### src/hw/rtl/iepas_pkg.sv
// Shared types, codes and constants of the input event packer.
package iepas_pkg;

	localparam int unsigned TYPE_W     = 16;
	localparam int unsigned CODE_W     = 16;
	localparam int unsigned VALUE_W    = 32;
	localparam int unsigned LEN_W      = 16;
	localparam int unsigned SIZE_W     = 16;
	localparam int unsigned CFG_IDX_W  = 3;
	localparam int unsigned CFG_DATA_W = 32;
	localparam int unsigned PROD_W     = VALUE_W + SIZE_W;
	localparam int unsigned CNT_W      = $clog2(PROD_W);

	localparam logic [TYPE_W-1:0] EVT_SYNC = 16'h0000;
	localparam logic [TYPE_W-1:0] EVT_KEY  = 16'h0001;
	localparam logic [TYPE_W-1:0] EVT_REL  = 16'h0002;
	localparam logic [TYPE_W-1:0] EVT_ABS  = 16'h0003;
	localparam logic [TYPE_W-1:0] EVT_MSC  = 16'h0004;

	localparam logic [CODE_W-1:0] AXIS_X = 16'h0000;
	localparam logic [CODE_W-1:0] AXIS_Y = 16'h0001;

	localparam logic [LEN_W-1:0] EVENT_BYTES = 16'h0008;

	localparam logic [CNT_W-1:0] DIV_LAST = CNT_W'(PROD_W - 1);

	typedef enum logic [CFG_IDX_W-1:0] {
		REG_X_MIN         = 3'd0,
		REG_X_RANGE       = 3'd1,
		REG_Y_MIN         = 3'd2,
		REG_Y_RANGE       = 3'd3,
		REG_SCREEN_WIDTH  = 3'd4,
		REG_SCREEN_HEIGHT = 3'd5
	} iepas_reg_t;

	typedef enum logic [2:0] {
		ST_IDLE,
		ST_CLAMP,
		ST_MUL,
		ST_DIV,
		ST_LOAD
	} iepas_state_t;

	typedef struct packed {
		logic [TYPE_W-1:0]  event_type;
		logic [CODE_W-1:0]  event_code;
		logic [VALUE_W-1:0] event_value;
		logic [LEN_W-1:0]   used_length;
	} iepas_in_t;

	typedef struct packed {
		logic [TYPE_W-1:0]  report_type;
		logic [CODE_W-1:0]  report_code;
		logic [VALUE_W-1:0] report_value;
		logic               report_sync;
	} iepas_out_t;

	typedef struct packed {
		logic take;
		logic clamp;
		logic mul;
		logic div;
		logic load;
	} iepas_cmd_t;

	typedef struct packed {
		logic release_held;
		logic scale;
		logic div_last;
		logic out_free;
	} iepas_sts_t;

endpackage

### src/hw/rtl/iepas_ctrl.sv
// Controller state machine that sequences accept, clamp, multiply, divide and load.
module iepas_ctrl (
	input  logic                 clk,
	input  logic                 arst_n,
	input  logic                 in_valid,
	output logic                 in_ready,
	input  iepas_pkg::iepas_sts_t sts,
	output iepas_pkg::iepas_cmd_t cmd
);
	import iepas_pkg::*;

	iepas_state_t state_q;
	iepas_state_t state_d;

	always_ff @(posedge clk or negedge arst_n) begin
		if (!arst_n) begin
			state_q <= ST_IDLE;
		end else begin
			state_q <= state_d;
		end
	end

	always_comb begin
		state_d = state_q;
		unique case (state_q)
			ST_IDLE: begin
				if (in_valid && sts.release_held) begin
					state_d = sts.scale ? ST_CLAMP : ST_LOAD;
				end
			end
			ST_CLAMP: state_d = ST_MUL;
			ST_MUL:   state_d = ST_DIV;
			ST_DIV: begin
				if (sts.div_last) begin
					state_d = ST_LOAD;
				end
			end
			ST_LOAD: begin
				if (sts.out_free) begin
					state_d = ST_IDLE;
				end
			end
			default: state_d = ST_IDLE;
		endcase
	end

	always_comb begin
		in_ready  = 1'b0;
		cmd       = '0;
		unique case (state_q)
			ST_IDLE: begin
				in_ready = 1'b1;
				cmd.take = in_valid;
			end
			ST_CLAMP: cmd.clamp = 1'b1;
			ST_MUL:   cmd.mul   = 1'b1;
			ST_DIV:   cmd.div   = 1'b1;
			ST_LOAD:  cmd.load  = sts.out_free;
			default: begin
				in_ready = 1'b0;
			end
		endcase
	end

endmodule

### src/hw/rtl/iepas_dp.sv
// Datapath: configuration registers, held event, clamp, multiplier, divider and output register.
module iepas_dp (
	input  logic                                 clk,
	input  logic                                 arst_n,
	input  logic                                 cfg_valid,
	input  logic [iepas_pkg::CFG_IDX_W-1:0]      cfg_index,
	input  logic [iepas_pkg::CFG_DATA_W-1:0]     cfg_data,
	input  iepas_pkg::iepas_in_t                 in_data,
	output iepas_pkg::iepas_out_t                out_data,
	output logic                                 out_valid,
	input  logic                                 out_ready,
	input  iepas_pkg::iepas_cmd_t                cmd,
	output iepas_pkg::iepas_sts_t                sts
);
	import iepas_pkg::*;

	logic [VALUE_W-1:0] x_min_q, x_range_q, y_min_q, y_range_q;
	logic [SIZE_W-1:0]  width_q, height_q;

	logic [TYPE_W-1:0]  held_type_q;
	logic [CODE_W-1:0]  held_code_q;
	logic [VALUE_W-1:0] held_value_q;
	logic               held_valid_q;

	logic [TYPE_W-1:0]  wk_type_q;
	logic [CODE_W-1:0]  wk_code_q;
	logic [VALUE_W-1:0] wk_value_q;
	logic               wk_sync_q;
	logic               wk_scale_q;
	logic [VALUE_W-1:0] wk_lo_q;
	logic [VALUE_W-1:0] wk_span_q;
	logic [SIZE_W-1:0]  wk_size_q;

	logic [PROD_W-1:0]  quo_q;
	logic [VALUE_W-1:0] rem_q;
	logic [CNT_W-1:0]   cnt_q;

	iepas_out_t out_q;
	logic       out_valid_q;

	logic               len_ok, is_sync, is_hold;
	logic               sel_x, sel_y;
	logic [VALUE_W-1:0] sel_lo, sel_span;
	logic [SIZE_W-1:0]  sel_size;
	logic [VALUE_W-1:0] diff;
	logic [VALUE_W:0]   rs;
	logic               ge;

	assign len_ok  = in_data.used_length == EVENT_BYTES;
	assign is_sync = in_data.event_type == EVT_SYNC;
	assign is_hold = (in_data.event_type == EVT_KEY) || (in_data.event_type == EVT_REL) ||
		(in_data.event_type == EVT_ABS) || (in_data.event_type == EVT_MSC);

	assign sel_x    = (held_type_q == EVT_ABS) && (held_code_q == AXIS_X);
	assign sel_y    = (held_type_q == EVT_ABS) && (held_code_q == AXIS_Y);
	assign sel_lo   = sel_x ? x_min_q : y_min_q;
	assign sel_span = sel_x ? x_range_q : y_range_q;
	assign sel_size = sel_x ? width_q : height_q;

	assign sts.release_held = len_ok && (is_sync || is_hold) && held_valid_q;
	assign sts.scale        = (sel_x || sel_y) && (sel_span != '0) && (sel_size != '0);
	assign sts.div_last     = cnt_q == DIV_LAST;
	assign sts.out_free     = !out_valid_q || out_ready;

	assign diff = wk_value_q - wk_lo_q;
	assign rs   = {rem_q, quo_q[PROD_W-1]};
	assign ge   = rs >= {1'b0, wk_span_q};

	always_ff @(posedge clk or negedge arst_n) begin
		if (!arst_n) begin
			x_min_q   <= '0;
			x_range_q <= '0;
			y_min_q   <= '0;
			y_range_q <= '0;
			width_q   <= '0;
			height_q  <= '0;
		end else if (cfg_valid) begin
			unique case (cfg_index)
				REG_X_MIN:         x_min_q   <= cfg_data;
				REG_X_RANGE:       x_range_q <= cfg_data;
				REG_Y_MIN:         y_min_q   <= cfg_data;
				REG_Y_RANGE:       y_range_q <= cfg_data;
				REG_SCREEN_WIDTH:  width_q   <= cfg_data[SIZE_W-1:0];
				REG_SCREEN_HEIGHT: height_q  <= cfg_data[SIZE_W-1:0];
				default: begin
				end
			endcase
		end
	end

	always_ff @(posedge clk or negedge arst_n) begin
		if (!arst_n) begin
			held_type_q  <= '0;
			held_code_q  <= '0;
			held_value_q <= '0;
			held_valid_q <= 1'b0;
		end else if (cmd.take && len_ok) begin
			if (is_hold) begin
				held_type_q  <= in_data.event_type;
				held_code_q  <= in_data.event_code;
				held_value_q <= in_data.event_value;
				held_valid_q <= 1'b1;
			end else if (is_sync) begin
				held_valid_q <= 1'b0;
			end
		end
	end

	always_ff @(posedge clk) begin
		if (cmd.take && sts.release_held) begin
			wk_type_q  <= held_type_q;
			wk_code_q  <= held_code_q;
			wk_value_q <= held_value_q;
			wk_sync_q  <= is_sync;
			wk_scale_q <= sts.scale;
			wk_lo_q    <= sel_lo;
			wk_span_q  <= sel_span;
			wk_size_q  <= sel_size;
		end else if (cmd.clamp) begin
			if (wk_value_q < wk_lo_q) begin
				wk_value_q <= '0;
			end else if (diff > wk_span_q) begin
				wk_value_q <= wk_span_q;
			end else begin
				wk_value_q <= diff;
			end
		end
	end

	always_ff @(posedge clk) begin
		if (cmd.mul) begin
			quo_q <= PROD_W'(wk_value_q) * PROD_W'(wk_size_q - SIZE_W'(1));
			rem_q <= '0;
			cnt_q <= '0;
		end else if (cmd.div) begin
			rem_q <= ge ? VALUE_W'(rs - {1'b0, wk_span_q}) : rs[VALUE_W-1:0];
			quo_q <= {quo_q[PROD_W-2:0], ge};
			cnt_q <= cnt_q + CNT_W'(1);
		end
	end

	always_ff @(posedge clk or negedge arst_n) begin
		if (!arst_n) begin
			out_valid_q <= 1'b0;
		end else if (cmd.load) begin
			out_valid_q <= 1'b1;
		end else if (out_ready) begin
			out_valid_q <= 1'b0;
		end
	end

	always_ff @(posedge clk) begin
		if (cmd.load) begin
			out_q.report_type  <= wk_type_q;
			out_q.report_code  <= wk_code_q;
			out_q.report_value <= wk_scale_q ? quo_q[VALUE_W-1:0] : wk_value_q;
			out_q.report_sync  <= wk_sync_q;
		end
	end

	assign out_data  = out_q;
	assign out_valid = out_valid_q;

endmodule

### src/hw/rtl/input_event_packer_with_axis_scaling_top.sv
// Top level of the input event packer with absolute-axis scaling.
// Each event is taken when the block is idle. An event that releases no held event leaves the
// block idle; one that releases an unscaled event goes on to load the output register, and one
// that releases a scaled X or Y event first passes the clamp step, one 32-by-16 multiply and a
// 48-step restoring divider that finds one quotient bit a cycle. A new event is accepted while
// the previous result still waits in the output register.
module input_event_packer_with_axis_scaling_top (
	input  logic                             clk,
	input  logic                             arst_n,
	input  logic                             in_valid,
	output logic                             in_ready,
	input  iepas_pkg::iepas_in_t             in_data,
	output logic                             out_valid,
	input  logic                             out_ready,
	output iepas_pkg::iepas_out_t            out_data,
	input  logic                             cfg_valid,
	output logic                             cfg_ready,
	input  logic [iepas_pkg::CFG_IDX_W-1:0]  cfg_index,
	input  logic [iepas_pkg::CFG_DATA_W-1:0] cfg_data
);
	import iepas_pkg::*;

	iepas_cmd_t cmd;
	iepas_sts_t sts;

	assign cfg_ready = 1'b1;

	iepas_ctrl u_ctrl (
		.clk      (clk),
		.arst_n   (arst_n),
		.in_valid (in_valid),
		.in_ready (in_ready),
		.sts      (sts),
		.cmd      (cmd)
	);

	iepas_dp u_dp (
		.clk       (clk),
		.arst_n    (arst_n),
		.cfg_valid (cfg_valid),
		.cfg_index (cfg_index),
		.cfg_data  (cfg_data),
		.in_data   (in_data),
		.out_data  (out_data),
		.out_valid (out_valid),
		.out_ready (out_ready),
		.cmd       (cmd),
		.sts       (sts)
	);

	// A result is only loaded when the output register is free or being emptied.
	assert property (@(posedge clk) disable iff (!arst_n) cmd.load |-> sts.out_free)
		else $error("result loaded over an untaken transfer");

	// An event of the wrong length never produces a result.
	assert property (@(posedge clk) disable iff (!arst_n)
		(in_valid && in_ready && in_data.used_length != EVENT_BYTES) |=> !cmd.load)
		else $error("dropped event produced a result");

	// Releasing a held event keeps the input closed until the result is loaded.
	assert property (@(posedge clk) disable iff (!arst_n)
		(in_valid && in_ready && sts.release_held) |=> !in_ready)
		else $error("input reopened before the released event was loaded");

endmodule

### config.mk
export PLATFORM = sky130hd
export DESIGN_NAME = input_event_packer_with_axis_scaling_top
export DESIGN_NICKNAME = d
export VERILOG_FILES = /design/src/hw/rtl/iepas_pkg.sv /design/src/hw/rtl/iepas_ctrl.sv /design/src/hw/rtl/iepas_dp.sv /design/src/hw/rtl/input_event_packer_with_axis_scaling_top.sv
export SDC_FILE = /design/constraint.sdc
export NUM_CORES = 2
export LEC_CHECK = 0
export BUFFER_PORTS_ARGS = -buffer_cell sky130_fd_sc_hd__buf_2
export CAP_MARGIN = 20
export CORE_MARGIN = 2
export CORE_UTILIZATION = 60
export DETAILED_ROUTE_END_ITERATION = 7
export PLACE_DENSITY = 0.78
export SETUP_SLACK_MARGIN = 0.15
export SLEW_MARGIN = 25
export SYNTH_ARGS = -nofsm -noshare
export SYNTH_HDL_FRONTEND = slang
export SYNTH_SLANG_ARGS = --single-unit
### constraint.sdc
create_clock -name clk -period 12.9 [get_ports clk]
set_input_delay 0 -clock clk [delete_from_list [all_inputs] [get_ports clk]]
set_output_delay 0 -clock clk [all_outputs]
set_load 0.01 [all_outputs]
==> metrics.txt <==
# TYPE chip_impl_metric gauge
chip_impl_metric{name="drt_iter0_markers",unit=""} 2513
chip_impl_metric{name="grt_first_pass_wirelength",unit="mm"} 195
chip_impl_metric{name="clock-skew-final",unit="ns"} 0.0415
chip_impl_metric{name="timing.reg2reg.setup_slack",unit="ns"} 1.88
chip_impl_info{name="critical-path-top-delay-family",value="adder cells"} 1
chip_impl_metric{name="worstPathMaxFanout",unit=""} 17
chip_impl_info{name="netlist_top_cells_area",value="fa_1 (27%), edfxtp_1 (17%), dfrtp_1 (12%)"} 1
chip_impl_metric{name="p_leak",unit="nW"} 24.0
chip_impl_info{name="worstSetupStartpoint",value="u_dp.wk_size_q[0]"} 1
chip_impl_info{name="critical_path.endpoint_type",value="flop"} 1
chip_impl_metric{name="core_area",unit="mm^2"} 0.0761
chip_impl_info{name="timing.critical_path.mode_cell",value="fa_1"} 1
chip_impl_metric{name="width_of_the_die",unit="um"} 281
chip_impl_info{name="worst_hold_path.endpoint",value="u_dp.held_value_q[12]"} 1
chip_impl_info{name="cp_slowest_cell",value="a221oi_1"} 1
chip_impl_info{name="min_path_type",value="input pin to flop"} 1
chip_impl_metric{name="detailroute.via_count",unit=""} 32500
chip_impl_metric{name="ctsLongestPathBuffers",unit=""} 3
chip_impl_metric{name="ioPinCount",unit=""} 188
chip_impl_metric{name="yosysWarnings",unit=""} 0
chip_impl_info{name="worstHoldStart",value="in_data[28]"} 1
chip_impl_metric{name="yosys.area.top_type_share",unit="%"} 27.1
chip_impl_metric{name="setup_viol_count_final",unit=""} 0
chip_impl_metric{name="fin_area",unit="mm^2"} 0.0513
chip_impl_metric{name="grt_usage",unit="%"} 32.3
chip_impl_metric{name="worst-endpoint-arrival",unit="ns"} 11.39
chip_impl_metric{name="ir_worst_vdd",unit="mV"} 0.147
chip_impl_metric{name="placementRows",unit=""} 101
chip_impl_metric{name="timing.hold.worst_path_depth",unit=""} 3
chip_impl_metric{name="crit_required",unit="ns"} 13.27
chip_impl_metric{name="syn-mean-instance-area",unit="um^2"} 11.0
chip_impl_metric{name="synth_sequential_area_ratio",unit="%"} 30.9
chip_impl_metric{name="detail_route.vias_per_cell",unit=""} 5.90
chip_impl_metric{name="finalWeightedCongestion",unit=""} 0.928
chip_impl_metric{name="initial_core_util",unit="%"} 60.7
chip_impl_metric{name="buffers_added_on_ports",unit=""} 186
chip_impl_metric{name="number_of_global_route_vias_before_repair",unit=""} 34700
chip_impl_metric{name="fin_nets",unit=""} 5408
chip_impl_metric{name="cts_inserted_buffers",unit=""} 57
chip_impl_metric{name="filler_cell_count",unit=""} 5678
chip_impl_metric{name="largest_reg_flops",unit=""} 65
chip_impl_metric{name="drt-wirelength-per-cell",unit="um"} 22.5
chip_impl_metric{name="h-tree-depth",unit=""} 2
chip_impl_metric{name="total_power",unit="mW"} 4.71
chip_impl_metric{name="worst-slew-pin-transition",unit="ns"} 1.16
chip_impl_metric{name="die_height",unit="um"} 281
chip_impl_metric{name="grt_max_degree",unit=""} 81
chip_impl_info{name="unrepaired_setup_endpoints_after_global_routing",value="false"} 1
chip_impl_metric{name="drv.max_cap_violation_count",unit=""} 0
chip_impl_metric{name="cts_sinks",unit=""} 526
chip_impl_metric{name="worst-path-buf-inv",unit=""} 6
chip_impl_metric{name="async_sr_flop_fraction",unit="%"} 43.5
chip_impl_info{name="cts_root_buffer",value="clkbuf_16"} 1
chip_impl_metric{name="r2r.worst_path.cells",unit=""} 32
chip_impl_info{name="postSynth.topFlopCell",value="edfxtp_1"} 1
chip_impl_info{name="reg2reg_from",value="u_dp.wk_size_q[0]"} 1
chip_impl_info{name="most_common_cell_in_the_netlist",value="fa_1"} 1
chip_impl_metric{name="ant_nets",unit=""} 0
chip_impl_metric{name="timing.final.max_slew_violations",unit=""} 0
chip_impl_info{name="cts_tree",value="done"} 1
chip_impl_metric{name="worst_setup_hold_path_clk_slew",unit="ns"} 0.06
chip_impl_info{name="synth_commonest_cells",value="fa_1 (624), inv_1 (590), nand2_1 (402)"} 1
chip_impl_metric{name="slew_headroom",unit="%"} 22.8
chip_impl_metric{name="wl",unit="mm"} 124
chip_impl_metric{name="areaGrowthSynthToFinish",unit="%"} 11.2
chip_impl_metric{name="maxClockFrequency",unit="MHz"} 90.7
chip_impl_metric{name="synth.distinct_cells",unit=""} 81
chip_impl_metric{name="grt_antenna_before_repair",unit=""} 6
chip_impl_info{name="worst_setup_path_start_kind",value="flop"} 1
chip_impl_metric{name="synth.cell_area",unit="mm^2"} 0.0462
chip_impl_metric{name="final.setup.tns",unit="ns"} 0
chip_impl_metric{name="grt.overflow.total",unit=""} 0
chip_impl_metric{name="synthCells",unit=""} 4197
chip_impl_metric{name="synth_edf_count",unit=""} 259
chip_impl_info{name="yosysTopAreaCell",value="fa_1"} 1
chip_impl_metric{name="post_dp_cell_area",unit="mm^2"} 0.0484
chip_impl_metric{name="die-area",unit="mm^2"} 0.0792
chip_impl_metric{name="finalWorstPathRequiredPeriod",unit="ns"} 11.02
chip_impl_metric{name="final_min_period_over_clock_period",unit="%"} 85.4
chip_impl_metric{name="drc",unit=""} 0
chip_impl_metric{name="worst_path_largest_cell_delay",unit="ns"} 0.71
chip_impl_metric{name="detailedRoute.firstPassIterationCount",unit=""} 6
chip_impl_metric{name="syn-num-nets",unit=""} 5178
chip_impl_metric{name="dp_hpwl",unit="mm"} 90.9
chip_impl_metric{name="power_density",unit="mW/mm^2"} 91.8
chip_impl_metric{name="timing_hold_violations_final",unit=""} 0
chip_impl_metric{name="ys_seq_elements",unit=""} 526
chip_impl_info{name="worstReg2RegEnd",value="u_dp.quo_q[47]"} 1
chip_impl_info{name="worstSetupPathType",value="flop to flop"} 1
chip_impl_info{name="outcome",value="finished clean"} 1
chip_impl_metric{name="clock_insertion_delay_at_the_later_pin_of_the_skew_report",unit="ns"} 0.66
chip_impl_metric{name="post_route_cells_drive_above_1_share",unit="%"} 15.9
==> where the power goes <==
group          internal (mW)  switching, mW  leakage [nW]
clock                  0.931          0.741         0.929
sequential              1.99          0.123          5.78
combinational          0.452          0.476          17.3
total                   3.37           1.34          24.0
==> per-stage QoR <==
| stage | utilization, % | hold WS, ns | instances | worst slack [ns] |
|---|---|---|---|---|
| finish | 67.5 | 0.109 | 5510 | 1.88 |
| global route | 67.5 | 0.111 | 5507 | 1.24 |
| CTS | 67.4 | 0.0918 | 5505 | 1.89 |
| detailed placement | 63.6 | 0.00902 | 5299 | 1.96 |
| global placement | 63.6 | -0.00182 | 5298 | 2.28 |
| floorplan | - | -0.296 | 4197 | 2.95 |
==> how the worst max path moves through the flow <==
stage                     endpoint  slack, ns  cells past startpoint
floorplan           u_dp.quo_q[47]       2.95                     33
global placement    u_dp.quo_q[47]       2.28                     33
detailed placement  u_dp.quo_q[47]       1.96                     32
CTS                 u_dp.quo_q[47]       1.89                     32
global route        u_dp.quo_q[45]       1.24                     32
finish              u_dp.quo_q[47]       1.88                     32
==> area by class of cell <==
| class | count | area [um^2] | area share [%] |
|---|---|---|---|
| repair buffers | 349 | 2460 | 4.79 |
| flip-flops and latches | 526 | 14300 | 27.8 |
| clock inverters | 28 | 288 | 0.561 |
| inverters | 593 | 2230 | 4.34 |
| multi-input cells | 2900 | 29200 | 56.8 |
| diodes | 4 | 10.0 | 0.0195 |
| clock buffers | 80 | 1630 | 3.17 |
| well taps | 1030 | 1290 | 2.51 |
==> what timing repair did <==
item / 4_1_cts / 5_1_grt
endpoints found under the hold margin: 285 / 0
hold buffers: 98 / 0
buffers inserted: 0 / 0
gates resized for setup: 0 / 0
==> layer usage <==
metal  share of wire (%)  global-route usage (%)
met5               0.010                       0
met1                  39                    41.3
met2                  48                    53.2
met3                 7.5                    5.48
met4                 5.6                    16.6
==> worst register-to-register path: cells and delay by family (launching register included) <==
kind / cells / cell delay [ns]
compound gates: 9 / 2.66
buf+inv: 6 / 0.91
simple gates: 6 / 1.75
flops: 1 / 0.39
fa+ha+maj: 9 / 4.23
xor+xnor: 2 / 0.83
==> layout by cell type (no fill, tap or decap), drive strengths merged, types with 82 or more instances in the layout <==
cell type,netlist,routed
inv,590,597
a21oi,171,171
buf,25,252
xnor2,82,82
nand2,402,402
o21ai,144,144
nor2,88,88
and2,279,279
edfxtp,259,259
mux2,323,323
ha,237,237
fa,624,624
dfrtp,229,229
dlygate4sd3,0,97
==> logic make-up after synthesis <==
family	count (synthesis)	synth area share (%)
other	1	0.00812
buffers and inverters	771	6.32
DFF	526	30.9
adders and majority gates	861	33.5
AOI/OAI and AO/OA	533	7.23
muxes	340	8.25
and+or+nand+nor	1045	11.5
xor gates and xnor gates	120	2.31
Note: power is estimated with default switching activity, not from simulation.
